===== config.mk =====
export PLATFORM = sky130hd
export DESIGN_NAME = postfix_stack_evaluator_core
export DESIGN_NICKNAME = d
export VERILOG_FILES = /design/src/pse_pkg.sv /design/src/pse_alu.sv /design/src/postfix_stack_evaluator_core.sv
export SDC_FILE = /design/constraint.sdc
export NUM_CORES = 2
export LEC_CHECK = 0
export BUFFER_PORTS_ARGS = -buffer_cell sky130_fd_sc_hd__buf_2
export CAP_MARGIN = 20
export CORE_ASPECT_RATIO = 0.6
export CORE_UTILIZATION = 40
export CTS_BUF_LIST = sky130_fd_sc_hd__clkbuf_8
export DETAILED_ROUTE_END_ITERATION = 8
export PLACE_DENSITY_LB_ADDON = 0.15
export SYNTH_ARGS = -nofsm -noshare
export SYNTH_HDL_FRONTEND = slang
export SYNTH_SLANG_ARGS = --single-unit

===== constraint.sdc =====
create_clock -name i_clk -period 10.4 [get_ports i_clk]
set_clock_uncertainty 0.2 [all_clocks]
set_input_delay 0.52 -clock i_clk [delete_from_list [all_inputs] [get_ports i_clk]]
set_output_delay 0.52 -clock i_clk [all_outputs]
set_load 0.005 [all_outputs]

===== src/pse_pkg.sv =====
`timescale 1ns / 1ps
`default_nettype none
// ----------------------------------------------------------------------------
// pse_pkg
// Shared types and constants of the postfix stack evaluator: character codes,
// status codes, operator codes and the control and status structs of the arithmetic unit.
// ----------------------------------------------------------------------------
package pse_pkg;

    localparam int DEF_STACK_DEPTH = 16;
    localparam int DEF_FRAC_BITS   = 16;
    localparam int DEF_VALUE_BITS  = 48;

    localparam int SYMBOL_W = 8;
    localparam int LIMIT_W  = 5;
    localparam int DEPTH_W  = 5;
    localparam int STATUS_W = 3;

    localparam logic [LIMIT_W-1:0] LIMIT_RESET = 5'd8;

    localparam logic [SYMBOL_W-1:0] CH_ZERO  = 8'h30;
    localparam logic [SYMBOL_W-1:0] CH_NINE  = 8'h39;
    localparam logic [SYMBOL_W-1:0] CH_PLUS  = 8'h2B;
    localparam logic [SYMBOL_W-1:0] CH_MINUS = 8'h2D;
    localparam logic [SYMBOL_W-1:0] CH_STAR  = 8'h2A;
    localparam logic [SYMBOL_W-1:0] CH_SLASH = 8'h2F;

    typedef enum logic [STATUS_W-1:0] {
        ST_OK           = 3'd0,
        ST_PUSH_FULL    = 3'd1,
        ST_MISSING      = 3'd2,
        ST_DIV_ZERO     = 3'd3,
        ST_SATURATED    = 3'd4,
        ST_FINISH_EMPTY = 3'd5
    } t_status;

    typedef enum logic [1:0] {
        OP_ADD = 2'd0,
        OP_SUB = 2'd1,
        OP_MUL = 2'd2,
        OP_DIV = 2'd3
    } t_op;

    typedef struct packed {
        logic start;
        t_op  op;
    } t_alu_ctl;

    typedef struct packed {
        logic done;
        logic sat;
        logic div_zero;
    } t_alu_sts;

endpackage
`default_nettype wire


===== src/pse_alu.sv =====
`timescale 1ns / 1ps
`default_nettype none
// ----------------------------------------------------------------------------
// pse_alu
// Shared arithmetic unit: one adder/subtractor serves add, subtract, operand
// magnitudes, shift-add multiply, restoring divide and the final sign fix.
// ----------------------------------------------------------------------------
module pse_alu #(
    parameter int VALUE_BITS = pse_pkg::DEF_VALUE_BITS,
    parameter int FRAC_BITS  = pse_pkg::DEF_FRAC_BITS
) (
    input  wire logic                  i_clk,
    input  wire logic                  i_rst_n,
    input  wire pse_pkg::t_alu_ctl     i_ctl,
    input  wire logic [VALUE_BITS-1:0] i_a,
    input  wire logic [VALUE_BITS-1:0] i_b,
    output pse_pkg::t_alu_sts          o_sts,
    output logic      [VALUE_BITS-1:0] o_result
);
    import pse_pkg::*;

    localparam int VB     = VALUE_BITS;
    localparam int AW     = VB + 2;
    localparam int SH_W   = VB + FRAC_BITS;
    localparam int WIDE_W = 2 * VB + FRAC_BITS;
    localparam int CNT_W  = $clog2(SH_W + 1);

    localparam logic [VB-1:0] SMAX = {1'b0, {(VB-1){1'b1}}};
    localparam logic [VB-1:0] SMIN = {1'b1, {(VB-1){1'b0}}};

    typedef enum logic [2:0] {
        A_IDLE,
        A_ADDSUB,
        A_MAG_A,
        A_MAG_B,
        A_MUL,
        A_DIV,
        A_FIX
    } t_alu_state;

    t_alu_state        r_state, n_state;
    t_op               r_op, n_op;
    logic [VB-1:0]     r_a, n_a;
    logic [VB-1:0]     r_b, n_b;
    logic              r_neg, n_neg;
    logic [VB-1:0]     r_x, n_x;
    logic [VB-1:0]     r_y, n_y;
    logic [VB-1:0]     r_acc, n_acc;
    logic [SH_W-1:0]   r_sh, n_sh;
    logic [CNT_W-1:0]  r_cnt, n_cnt;
    logic [VB-1:0]     r_res, n_res;
    logic              r_done, n_done;
    logic              r_sat, n_sat;
    logic              r_dz, n_dz;

    logic [AW-1:0]     add_x, add_y, add_y_eff, add_sum;
    logic              add_sub;
    logic [WIDE_W-1:0] mag_wide;
    logic [VB-1:0]     mag_lo, mag_lim;
    logic              mag_sat, fits;
    logic              div_ge;

    // shared adder
    assign add_y_eff = add_sub ? ~add_y : add_y;
    assign add_sum   = add_x + add_y_eff + {{(AW-1){1'b0}}, add_sub};

    // magnitude of the raw product or quotient and its saturation check
    always_comb begin
        if (r_op == OP_MUL) begin
            mag_wide = WIDE_W'({r_acc, r_sh[VB-1:0]}) >> FRAC_BITS;
        end else begin
            mag_wide = WIDE_W'(r_sh);
        end
        mag_lo  = mag_wide[VB-1:0];
        mag_lim = r_neg ? SMIN : SMAX;
        mag_sat = (|mag_wide[WIDE_W-1:VB]) || (mag_lo > mag_lim);
    end

    assign fits   = (&add_sum[AW-1:VB-1]) || !(|add_sum[AW-1:VB-1]);
    assign div_ge = !add_sum[AW-1];

    always_comb begin
        n_state = r_state;
        n_op    = r_op;
        n_a     = r_a;
        n_b     = r_b;
        n_neg   = r_neg;
        n_x     = r_x;
        n_y     = r_y;
        n_acc   = r_acc;
        n_sh    = r_sh;
        n_cnt   = r_cnt;
        n_res   = r_res;
        n_done  = 1'b0;
        n_sat   = r_sat;
        n_dz    = r_dz;
        add_x   = '0;
        add_y   = '0;
        add_sub = 1'b0;

        unique case (r_state)
            A_IDLE: begin
                if (i_ctl.start) begin
                    n_op    = i_ctl.op;
                    n_a     = i_a;
                    n_b     = i_b;
                    n_neg   = i_a[VB-1] ^ i_b[VB-1];
                    n_state = (i_ctl.op == OP_ADD || i_ctl.op == OP_SUB) ? A_ADDSUB : A_MAG_A;
                end
            end
            A_ADDSUB: begin
                add_x   = {{2{r_a[VB-1]}}, r_a};
                add_y   = {{2{r_b[VB-1]}}, r_b};
                add_sub = (r_op == OP_SUB);
                n_res   = fits ? add_sum[VB-1:0] : (add_sum[AW-1] ? SMIN : SMAX);
                n_sat   = !fits;
                n_dz    = 1'b0;
                n_done  = 1'b1;
                n_state = A_IDLE;
            end
            A_MAG_A: begin
                add_x   = r_a[VB-1] ? '0 : {{2{r_a[VB-1]}}, r_a};
                add_y   = r_a[VB-1] ? {{2{r_a[VB-1]}}, r_a} : '0;
                add_sub = r_a[VB-1];
                n_x     = add_sum[VB-1:0];
                n_state = A_MAG_B;
            end
            A_MAG_B: begin
                add_x   = r_b[VB-1] ? '0 : {{2{r_b[VB-1]}}, r_b};
                add_y   = r_b[VB-1] ? {{2{r_b[VB-1]}}, r_b} : '0;
                add_sub = r_b[VB-1];
                n_y     = add_sum[VB-1:0];
                n_acc   = '0;
                n_cnt   = '0;
                if (r_op == OP_MUL) begin
                    n_sh    = SH_W'(add_sum[VB-1:0]);
                    n_state = A_MUL;
                end else if (!(|r_b)) begin
                    if (r_a[VB-1]) begin
                        n_res = SMIN;
                    end else if (|r_a) begin
                        n_res = SMAX;
                    end else begin
                        n_res = '0;
                    end
                    n_sat   = 1'b0;
                    n_dz    = 1'b1;
                    n_done  = 1'b1;
                    n_state = A_IDLE;
                end else begin
                    n_sh    = SH_W'(r_x) << FRAC_BITS;
                    n_state = A_DIV;
                end
            end
            A_MUL: begin
                add_x            = AW'(r_acc);
                add_y            = r_sh[0] ? AW'(r_x) : '0;
                n_acc            = add_sum[VB:1];
                n_sh[VB-1:0]     = {add_sum[0], r_sh[VB-1:1]};
                n_cnt            = r_cnt + CNT_W'(1);
                if (r_cnt == CNT_W'(VB - 1)) begin
                    n_state = A_FIX;
                end
            end
            A_DIV: begin
                add_x   = AW'({r_acc, r_sh[SH_W-1]});
                add_y   = AW'(r_y);
                add_sub = 1'b1;
                n_acc   = div_ge ? add_sum[VB-1:0] : {r_acc[VB-2:0], r_sh[SH_W-1]};
                n_sh    = {r_sh[SH_W-2:0], div_ge};
                n_cnt   = r_cnt + CNT_W'(1);
                if (r_cnt == CNT_W'(SH_W - 1)) begin
                    n_state = A_FIX;
                end
            end
            A_FIX: begin
                add_x   = '0;
                add_y   = AW'(mag_lo);
                add_sub = 1'b1;
                if (mag_sat) begin
                    n_res = mag_lim;
                end else begin
                    n_res = r_neg ? add_sum[VB-1:0] : mag_lo;
                end
                n_sat   = mag_sat;
                n_dz    = 1'b0;
                n_done  = 1'b1;
                n_state = A_IDLE;
            end
            default: begin
                n_state = A_IDLE;
            end
        endcase
    end

    always_ff @(posedge i_clk) begin
        if (!i_rst_n) begin
            r_state <= A_IDLE;
            r_done  <= 1'b0;
        end else begin
            r_state <= n_state;
            r_done  <= n_done;
        end
        r_op  <= n_op;
        r_a   <= n_a;
        r_b   <= n_b;
        r_neg <= n_neg;
        r_x   <= n_x;
        r_y   <= n_y;
        r_acc <= n_acc;
        r_sh  <= n_sh;
        r_cnt <= n_cnt;
        r_res <= n_res;
        r_sat <= n_sat;
        r_dz  <= n_dz;
    end

    assign o_sts.done     = r_done;
    assign o_sts.sat      = r_sat;
    assign o_sts.div_zero = r_dz;
    assign o_result       = r_res;

endmodule
`default_nettype wire


===== src/postfix_stack_evaluator_core.sv =====
`timescale 1ns / 1ps
`default_nettype none
// ----------------------------------------------------------------------------
// postfix_stack_evaluator_core
// Evaluates a postfix expression one character beat at a time over a stack of
// signed fixed-point values, with a shared iterative arithmetic unit.
// ----------------------------------------------------------------------------
//  channel   dir  handshake                  payload
//  input     in   i_valid / o_ready          i_symbol, i_finish
//  result    out  o_valid / i_ready          o_top_value, o_stack_depth,
//                                            o_status, o_answer_valid
//  config    in   i_cfg_valid / o_cfg_ready  i_cfg_data (stack limit)
//
//  one input beat at a time; o_ready is low while a beat is in work
//  multiply and divide run through a one-bit-per-cycle loop of the shared
//  adder, so they take longest
//  the result register lets the next beat enter while a result waits
//  synchronous active-low reset empties the stack, limit resets to 8
// ----------------------------------------------------------------------------
module postfix_stack_evaluator_core #(
    parameter int STACK_DEPTH = pse_pkg::DEF_STACK_DEPTH,
    parameter int FRAC_BITS   = pse_pkg::DEF_FRAC_BITS,
    parameter int VALUE_BITS  = pse_pkg::DEF_VALUE_BITS
) (
    input  wire logic                          i_clk,
    input  wire logic                          i_rst_n,
    input  wire logic                          i_valid,
    output logic                               o_ready,
    input  wire logic [pse_pkg::SYMBOL_W-1:0]  i_symbol,
    input  wire logic                          i_finish,
    output logic                               o_valid,
    input  wire logic                          i_ready,
    output logic      [VALUE_BITS-1:0]         o_top_value,
    output logic      [pse_pkg::DEPTH_W-1:0]   o_stack_depth,
    output logic      [pse_pkg::STATUS_W-1:0]  o_status,
    output logic                               o_answer_valid,
    input  wire logic                          i_cfg_valid,
    output logic                               o_cfg_ready,
    input  wire logic [pse_pkg::LIMIT_W-1:0]   i_cfg_data
);
    import pse_pkg::*;

    localparam int VB    = VALUE_BITS;
    localparam int AD_W  = $clog2(STACK_DEPTH);
    localparam int CNT_W = $clog2(STACK_DEPTH + 1);
    localparam int DIG_W = VB + FRAC_BITS + 4;

    localparam logic [VB-1:0] SMAX = {1'b0, {(VB-1){1'b1}}};

    typedef enum logic [3:0] {
        S_IDLE,
        S_DECODE,
        S_RD_A,
        S_ALU_GO,
        S_ALU_WAIT,
        S_FIN_RD,
        S_TOP,
        S_TOP_WAIT,
        S_OUT
    } t_state;

    t_state              r_state, n_state;
    logic [SYMBOL_W-1:0] r_sym, n_sym;
    logic                r_fin, n_fin;
    t_op                 r_op, n_op;
    logic [CNT_W-1:0]    r_held, n_held;
    logic [LIMIT_W-1:0]  r_stack_limit, n_stack_limit;
    logic [VB-1:0]       r_b, n_b;
    t_status             r_res_status, n_res_status;
    logic [VB-1:0]       r_res_top, n_res_top;
    logic                r_res_ans, n_res_ans;
    logic                r_out_valid, n_out_valid;
    logic [VB-1:0]       r_out_top, n_out_top;
    logic [DEPTH_W-1:0]  r_out_depth, n_out_depth;
    t_status             r_out_status, n_out_status;
    logic                r_out_ans, n_out_ans;

    logic [VB-1:0]       r_mem [STACK_DEPTH];
    logic [VB-1:0]       r_rd_data;
    logic                mem_rd_en, mem_wr_en;
    logic [AD_W-1:0]     mem_rd_addr, mem_wr_addr;
    logic [VB-1:0]       mem_wr_data;

    logic [CNT_W-1:0]         held_m1, held_m2;
    logic                     full;
    logic                     is_digit, is_oper;
    logic [SYMBOL_W-1:0]      dig_code;
    logic [DIG_W-1:0]         dig_wide;
    logic                     dig_sat;
    logic [VB-1:0]            dig_val;
    logic [CNT_W+DEPTH_W-1:0] depth_ext;

    t_alu_ctl            alu_ctl;
    t_alu_sts            alu_sts;
    logic [VB-1:0]       alu_result;

    pse_alu #(
        .VALUE_BITS (VALUE_BITS),
        .FRAC_BITS  (FRAC_BITS)
    ) u_alu (
        .i_clk    (i_clk),
        .i_rst_n  (i_rst_n),
        .i_ctl    (alu_ctl),
        .i_a      (r_rd_data),
        .i_b      (r_b),
        .o_sts    (alu_sts),
        .o_result (alu_result)
    );

    assign held_m1 = r_held - CNT_W'(1);
    assign held_m2 = r_held - CNT_W'(2);
    assign full    = ({{LIMIT_W{1'b0}}, r_held} >= {{CNT_W{1'b0}}, r_stack_limit})
                     || (r_held == CNT_W'(STACK_DEPTH));

    assign is_digit = (r_sym >= CH_ZERO) && (r_sym <= CH_NINE);
    assign is_oper  = (r_sym == CH_PLUS) || (r_sym == CH_MINUS)
                      || (r_sym == CH_STAR) || (r_sym == CH_SLASH);
    assign dig_code = r_sym - CH_ZERO;
    assign dig_wide = DIG_W'(dig_code[3:0]) << FRAC_BITS;
    assign dig_sat  = |dig_wide[DIG_W-1:VB-1];
    assign dig_val  = dig_sat ? SMAX : dig_wide[VB-1:0];

    assign depth_ext = {{DEPTH_W{1'b0}}, r_held};

    always_comb begin
        n_state       = r_state;
        n_sym         = r_sym;
        n_fin         = r_fin;
        n_op          = r_op;
        n_held        = r_held;
        n_stack_limit = r_stack_limit;
        n_b           = r_b;
        n_res_status  = r_res_status;
        n_res_top     = r_res_top;
        n_res_ans     = r_res_ans;
        n_out_valid   = r_out_valid && !i_ready;
        n_out_top     = r_out_top;
        n_out_depth   = r_out_depth;
        n_out_status  = r_out_status;
        n_out_ans     = r_out_ans;
        mem_rd_en     = 1'b0;
        mem_rd_addr   = held_m1[AD_W-1:0];
        mem_wr_en     = 1'b0;
        mem_wr_addr   = r_held[AD_W-1:0];
        mem_wr_data   = dig_val;
        alu_ctl.start = 1'b0;
        alu_ctl.op    = r_op;

        if (i_cfg_valid) begin
            n_stack_limit = i_cfg_data;
        end

        unique case (r_state)
            S_IDLE: begin
                if (i_valid) begin
                    n_sym   = i_symbol;
                    n_fin   = i_finish;
                    n_state = S_DECODE;
                end
            end
            S_DECODE: begin
                n_res_ans    = 1'b0;
                n_res_status = ST_OK;
                if (r_fin) begin
                    if (r_held == '0) begin
                        n_res_status = ST_FINISH_EMPTY;
                        n_res_top    = '0;
                        n_state      = S_OUT;
                    end else begin
                        mem_rd_en = 1'b1;
                        n_state   = S_FIN_RD;
                    end
                end else if (is_digit) begin
                    if (full) begin
                        n_res_status = ST_PUSH_FULL;
                    end else begin
                        mem_wr_en    = 1'b1;
                        n_held       = r_held + CNT_W'(1);
                        n_res_status = dig_sat ? ST_SATURATED : ST_OK;
                    end
                    n_state = S_TOP;
                end else if (is_oper) begin
                    case (r_sym)
                        CH_PLUS:  n_op = OP_ADD;
                        CH_MINUS: n_op = OP_SUB;
                        CH_STAR:  n_op = OP_MUL;
                        default:  n_op = OP_DIV;
                    endcase
                    if (r_held < CNT_W'(2)) begin
                        n_res_status = ST_MISSING;
                        n_state      = S_TOP;
                    end else begin
                        mem_rd_en = 1'b1;
                        n_state   = S_RD_A;
                    end
                end else begin
                    n_state = S_TOP;
                end
            end
            S_RD_A: begin
                n_b         = r_rd_data;
                mem_rd_en   = 1'b1;
                mem_rd_addr = held_m2[AD_W-1:0];
                n_state     = S_ALU_GO;
            end
            S_ALU_GO: begin
                alu_ctl.start = 1'b1;
                n_held        = held_m2;
                n_state       = S_ALU_WAIT;
            end
            S_ALU_WAIT: begin
                if (alu_sts.done) begin
                    mem_wr_data = alu_result;
                    if (full) begin
                        n_res_status = ST_PUSH_FULL;
                    end else begin
                        mem_wr_en = 1'b1;
                        n_held    = r_held + CNT_W'(1);
                        if (alu_sts.div_zero) begin
                            n_res_status = ST_DIV_ZERO;
                        end else if (alu_sts.sat) begin
                            n_res_status = ST_SATURATED;
                        end else begin
                            n_res_status = ST_OK;
                        end
                    end
                    n_state = S_TOP;
                end
            end
            S_FIN_RD: begin
                n_res_top = r_rd_data;
                n_res_ans = 1'b1;
                n_held    = '0;
                n_state   = S_OUT;
            end
            S_TOP: begin
                if (r_held == '0) begin
                    n_res_top = '0;
                    n_state   = S_OUT;
                end else begin
                    mem_rd_en = 1'b1;
                    n_state   = S_TOP_WAIT;
                end
            end
            S_TOP_WAIT: begin
                n_res_top = r_rd_data;
                n_state   = S_OUT;
            end
            S_OUT: begin
                if (!r_out_valid || i_ready) begin
                    n_out_valid  = 1'b1;
                    n_out_top    = r_res_top;
                    n_out_depth  = depth_ext[DEPTH_W-1:0];
                    n_out_status = r_res_status;
                    n_out_ans    = r_res_ans;
                    n_state      = S_IDLE;
                end
            end
            default: begin
                n_state = S_IDLE;
            end
        endcase
    end

    always_ff @(posedge i_clk) begin
        if (!i_rst_n) begin
            r_state       <= S_IDLE;
            r_held        <= '0;
            r_stack_limit <= LIMIT_RESET;
            r_out_valid   <= 1'b0;
        end else begin
            r_state       <= n_state;
            r_held        <= n_held;
            r_stack_limit <= n_stack_limit;
            r_out_valid   <= n_out_valid;
        end
        r_sym        <= n_sym;
        r_fin        <= n_fin;
        r_op         <= n_op;
        r_b          <= n_b;
        r_res_status <= n_res_status;
        r_res_top    <= n_res_top;
        r_res_ans    <= n_res_ans;
        r_out_top    <= n_out_top;
        r_out_depth  <= n_out_depth;
        r_out_status <= n_out_status;
        r_out_ans    <= n_out_ans;
    end

    // value stack
    always_ff @(posedge i_clk) begin
        if (mem_wr_en) begin
            r_mem[mem_wr_addr] <= mem_wr_data;
        end
        if (mem_rd_en) begin
            r_rd_data <= r_mem[mem_rd_addr];
        end
    end

    assign o_ready        = (r_state == S_IDLE);
    assign o_cfg_ready    = 1'b1;
    assign o_valid        = r_out_valid;
    assign o_top_value    = r_out_top;
    assign o_stack_depth  = r_out_depth;
    assign o_status       = r_out_status;
    assign o_answer_valid = r_out_ans;

endmodule
`default_nettype wire


# Word-level counts from Yosys, hierarchy flattened

Memory sizes are Yosys's and may differ from the RTL's. A register that Yosys moved wholly into a read port is not among the register bits.
Index checks and enable logic that the tools add are counted.

$lt $le $gt $ge: 5
Multiplexer cells: 93
Equality and inequality tests: 36
Reductions and logical operators: 50
Divide/modulo/power cells: 0
Multiply operators: 0
Add/sub/neg operators: 7
Bitwise gates (word level): 4
Shifts and indexed selects: 0

Operator list:

| kind               | count |
|---|---|
| $mux 48            | 14 |
| $pmux 48 s3        | 4 |
| $pmux 50 s6        | 1 |
| $pmux 50 s5        | 1 |
| $mux 50            | 3 |
| $mux 47            | 3 |
| $mux 64            | 2 |
| $reduce_or 48->1   | 2 |
| $mux 80            | 1 |
| $reduce_or 64->1   | 1 |
| $add 50x1->50      | 1 |
| $add 50x50->50     | 1 |
| $not 50->50        | 1 |
| $gt 48x48->1       | 1 |
| $mux 3             | 13 |
| $mux 4             | 9 |
| $eq 8x6->1 const B | 4 |
| $pmux 16 s2        | 1 |
| $pmux 4 s8         | 1 |
| $mux 1             | 21 |
| $mux 5             | 4 |
| $pmux 5 s4         | 1 |
| $eq 4x3->1 const B | 4 |
| $ne 2x2->1 const B | 8 |
| 45 further kinds   | 93 |

Bits in read-only memories: 0
Output and inout bits: 60
Latch bits: 0
RAM bits: 768
Register bits after elaboration: 551
Memories: 1

Memories:

| name  | words | bits a word | rd ports | clocked after memory_dff | wr ports | line                               | source |
|---|---|---|---|---|---|---|---|
| r_mem | 16    | 48          | 1        | 1                        | 1        | postfix_stack_evaluator_core.sv:78 | `logic [VB-1:0] r_mem [STACK_DEPTH];` |

# Longest topological paths before layout

Depth in word-level cells: 12
Depth in mapped cells: 24
Gate-level depth less buffers: 18

# By module

Synthesis repeated with hierarchy kept, for this count alone.

Cells, all modules: 5202
Area, all modules: 64310.4 um^2

Modules (own cells, without submodules):

| module                       | instances | cells each | area an instance (um^2) |
|---|---|---|---|
| postfix_stack_evaluator_core | 1         | 2945       | 41123.2 |
| pse_alu                      | 1         | 2257       | 23187.2 |

# Worst setup path before layout

No wires, ideal clock.

Kind: reg2reg
Start: reg r_state[1]
End: reg u_alu.r_a[0] (enable)
Path buffers: 1
Required time: 9522 ps
Cell stages (with the launch flop): 6
Arrival: 7704 ps
Period minus slack after synthesis: 8583 ps
Library setup time: 678 ps
Path slack: 1817 ps
Cell sequence: dfxtp_1 -> clkbuf_1 -> inv_1 -> nor2_1 -> nand2_1 -> nor3_1

Word-level cells in the longest chain between the ends: 3

RTL lines:

| element                           | line                                | source |
|---|---|---|
| start: declaration                | postfix_stack_evaluator_core.sv:62  | `t_state r_state, n_state;` |
| start signal: assignment          | postfix_stack_evaluator_core.sv:272 | `r_state <= n_state;` |
| $eq 4x2->1                        | postfix_stack_evaluator_core.sv:153 | `unique case (r_state)` |
| $mux 1                            | postfix_stack_evaluator_core.sv:153 |  |
| $reduce_and 2->1 (no source line) | -                                   |  |
| end signal: assignment            | pse_alu.sv:205                      | `r_a <= n_a;` |
| end: declaration                  | pse_alu.sv:43                       | `logic [VB-1:0] r_a, n_a;` |

Every way passes these cells.
A chain may end at the register's enable or synchronous reset.

# Worst setup path after layout

Start: reg u_alu.r_state[0]
End: reg u_alu.r_res[38], in the netlist u_alu.o_result[38], data pin

Word-level cells in the longest chain between the ends: 11
Elaborated cells between the ends (all ways): 23
Classes of those cells: add/sub: 2; eq/ne: 6; mux: 9; bitwise: 1; reduce/logical: 5

RTL lines:

| element                                                         | line                          | source |
|---|---|---|
| start: declaration                                              | pse_alu.sv:41                 | `t_alu_state r_state, n_state;` |
| start signal: assignment                                        | pse_alu.sv:201                | `r_state <= n_state;` |
| $eq 3x3->1, or another cell as far along                        | pse_alu.sv:101                | `unique case (r_state)` |
| $reduce_or 2->1 (no source line) or $pmux 50 s6 (tied branches) | -                             |  |
| $pmux 1 s4 or $not 50->50 (tied branches)                       | pse_alu.sv:101, pse_alu.sv:64 |  |
| $mux 50                                                         | pse_alu.sv:64                 | `assign add_y_eff = add_sub ? ~add_y : add_y;` |
| $add 50x50->50                                                  | pse_alu.sv:65                 | `assign add_sum = add_x + add_y_eff + {{(AW-1){1'b0}}, add_sub};` |
| $add 50x1->50                                                   | pse_alu.sv:65                 |  |
| $reduce_or 3->1                                                 | pse_alu.sv:79                 | `assign fits = (&add_sum[AW-1:VB-1]) \|\| !(\|add_sum[AW-1:VB-1]);` |
| $logic_not 1->1                                                 | pse_alu.sv:79                 |  |
| $logic_or 1x1->1                                                | pse_alu.sv:79                 |  |
| $mux 48                                                         | pse_alu.sv:115                | `n_res = fits ? add_sum[VB-1:0] : (add_sum[AW-1] ? SMIN : SMAX);` |
| $pmux 48 s3 *                                                   | pse_alu.sv:101                |  |
| net u_alu.n_res[38]                                             | pse_alu.sv:51                 | `logic [VB-1:0] r_res, n_res;` |
| end signal: assignment                                          | pse_alu.sv:213                | `r_res <= n_res;` |
| end: declaration                                                | pse_alu.sv:51                 |  |

The timed path passes the listed nets; every way through them passes the cells marked *.

==> metrics.cfg <==
[drt]
drt_wl_total_um=201000
vias=39304
vias_per_cell=6.07
drc_errors=0
drtAntennaViolNets=0
drt-wirelength-per-cell_um=31.1
drtIter0Drc=5165
detail_route.first_pass.iterations=7

[yosys]
ys_ff_latch=1367
ys_seq_area_frac=0.668
synth_top_area_cell=edfxtp_1
synth.top_cell.area_share=0.662
syn-cell-area_mm2=0.0612
synth_ff_type=edfxtp_1
synthTopCellsByCount=edfxtp_1 (1348), nand2_1 (341), nor2_1 (248), a21oi_1 (214), mux4_2 (192)
synthArstFlopShare=0
ys_types=100
synth_edf_count=1348
synth_most_common_cell=edfxtp_1
post_synth_main_area_contributors=edfxtp_1 (66%), mux4_2 (7.1%), mux2i_1 (2.6%), ha_1 (2.2%), nand2_1 (2.1%)
syn_avg_cell_area_um2=14.8
syn_inst=4143
yosys_warnings=0
synthesis.nets=4272

[sta]
min_period_ns=7.52
worstMarginPinSlew_ns=1.22
fin_setup_tns_ns=0
setup_viol=0
period_share=0.723
finalHoldViolations=0
drv_slew=0
clock.fmax_mhz=133
rsz0062_at_grt=no
fin_ws_ns=2.88
slew_headroom=0.178

[global_route]
antenna_found_initial=8
track_usage=0.257
first_global_vias=36961
grt_max_degree=120
grt-ovfl-total=0
grt_pass1_wl_um=282000

[setup_path]
rr_worst_depth=20
crit_path_top_delay_cell=a211oi_2
path_depth=20
path_buf_inv=3
slowest_delay_ns=0.87
rrSetupSlack_ns=2.88
crit_path_max_fanout=51
worst_setup_path_start_kind=flip-flop
path_common_cell=buf_4
r2r_start=u_alu.r_state[0]$_SDFFE_PN0P_
r2r-end=u_alu.o_result[38]$_DFFE_PP_
cp_cell_sequence=buf_4, or2_2, nor2_4, buf_4, a22o_1, a221oi_1, o21ai_0, xor2_1, ha_1, a21oi_1, o21ai_1, a22o_1, a211oi_2, a31oi_2, nor2_4, o21bai_1, o21a_1, buf_4, nor2_1, o221ai_1
cp.required_ns=10.77
path_class=flip-flop to flip-flop
critPathTopFamily=compound AO/OA/AOI/OAI gates
arrival_ns=7.89
end_kind=flip-flop

[place]
numPortBuffers=77
hpwlAfterDp_um=132000
dp_cells=6075
gp_congestion=1.00
pre_cts_slack_ns=3.32

[power_and_ir_drop]
ir_worst_vdd_mv=0.131
powerDensity_mw_per_mm2=178
p_leak_nw=23.4

[floorplanning]
placeableCoreArea_mm2=0.151
die_w_um=507
start_util=0.406
die_h_um=305
pin_count=79
die-area_mm2=0.155
floorplan.rows=110

[final_layout]
layout.nets=4414
final_layout_size_suffix_gt1_frac=0.164
fin_cells=6470
syn_to_final_growth_pct=11.8

[cts]
cts_tree=yes
clk_path_buf_depth=3
cts_buffers=201
cts_max_level=4
clockRootBuffer=clkbuf_8
post-cts-setup-buffers=0
clkLatencyLatePin_ns=0.92
cts.sink_count=1367
clkTransAtPathRegs_ns=0.07

[min_path]
worstHoldStart=i_symbol[7]
min_to=r_sym[7]$_DFFE_PP_
min_path_cells=2
hold_path_class=input pin to flip-flop

[run]
maxCapViolations=0

[outcome]
status=finished clean

-- cell families after synthesis --
| family | share of synthesized area |
|---|---|
| adder cells (fa/ha/maj) | 0.0226 |
| buffers and inverters | 0.0230 |
| XOR/XNOR | 0.0151 |
| AND/OR/NAND/NOR | 0.0800 |
| other | 0.0000613 |
| AO/OA/AOI/OAI | 0.0940 |
| multiplexers | 0.0974 |
| flip-flops | 0.668 |
-- worst max path at each step --
stage,from,endpoint,slack (ns)
final,u_alu.r_state[0]$_SDFFE_PN0P_,u_alu.o_result[38]$_DFFE_PP_,2.88
after global routing,u_alu.r_state[0]$_SDFFE_PN0P_,u_alu.o_result[36]$_DFFE_PP_,2.67
after global placement,u_alu.r_state[2]$_SDFFE_PN0P_,u_alu.r_acc[9]$_DFFE_PP_,3.40
after floorplan,r_state[1]$_SDFFE_PN0P_,u_alu.r_a[0]$_DFFE_PP_,1.82
after detailed placement,u_alu.r_state[0]$_SDFFE_PN0P_,u_alu.o_result[38]$_DFFE_PP_,3.32
after CTS,u_alu.r_state[0]$_SDFFE_PN0P_,u_alu.o_result[38]$_DFFE_PP_,3.24
-- per-stage QoR --
step	hold WS, ns	power (mW)	util	area, um2
floorplan	0.200	7.34	-	61200
global placement	0.200	7.86	0.425	64200
detailed placement	0.205	7.86	0.425	64200
CTS	0.0679	12.3	0.453	68400
global route	0.105	12.6	0.453	68400
finish	0.147	12.2	0.454	68400
-- power by group --
| group | total [mW] | internal [mW] | switching [mW] | leakage (nW) |
|---|---|---|---|---|
| clock | 4.41 | 2.20 | 2.21 | 2.26 |
| combinational | 1.32 | 0.485 | 0.835 | 9.07 |
| sequential | 6.44 | 6.29 | 0.145 | 12.1 |
-- per-layer routing --
metal | routed length, um | GRT usage | part of all wire
met5 | 27 | 0 | 0.00013
met4 | 3700 | 0.0570 | 0.018
met3 | 23400 | 0.0761 | 0.12
met2 | 79400 | 0.335 | 0.39
met1 | 94900 | 0.410 | 0.47
-- what timing repair did --
item                                    CTS  global route
endpoints found under the hold margin    31             0
hold buffers                             23             0
endpoints found under the setup margin    0             0
gates resized for setup                   0             0
-- placed cells by master, fill, tap and decap left out, types with 30 or more instances in the layout --
cell         n
a211oi_1    88
a21oi_1    212
a221o_1     47
a221oi_1    42
a22o_1      38
a31oi_1     49
and3_1     101
buf_2       77
buf_4       93
clkbuf_8   204
clkinv_1    38
edfxtp_1  1348
ha_1       109
inv_1      151
mux2i_1    160
mux4_2     192
nand2_1    339
nand3_1     57
nand4_1     32
nor2_1     233
nor2b_1     76
nor3_1      39
nor4_1      38
o21ai_0    136
xnor2_1     30
xor2_1      65
-- cell type report --
| class | count | area [um2] |
|---|---|---|
| fillers | 13446 | 82400 |
| flip-flops and latches | 1367 | 40900 |
| multi-input cells | 2426 | 19300 |
| clock buffers | 204 | 2810 |
| well taps | 2016 | 2520 |
| repair buffers | 197 | 1390 |
| clock inverters | 160 | 1170 |
| inverters | 92 | 345 |
| diodes | 8 | 20.0 |
-- registers in the layout (all words and copies together), names as in the netlist, 4 cells and up --
register	count
r_sym	8
u_alu.r_b	48
o_top_value	48
u_alu.r_y	48
r_res_top	48
r_stack_limit	5
r_b	48
u_alu.r_acc	48
o_stack_depth	5
u_alu.r_cnt	7
r_mem	768
u_alu.o_result	48
u_alu.r_x	48
u_alu.r_a	48
r_rd_data	48
u_alu.r_sh	64
r_held	5
r_state	4
(Power assumes the default switching activity.)
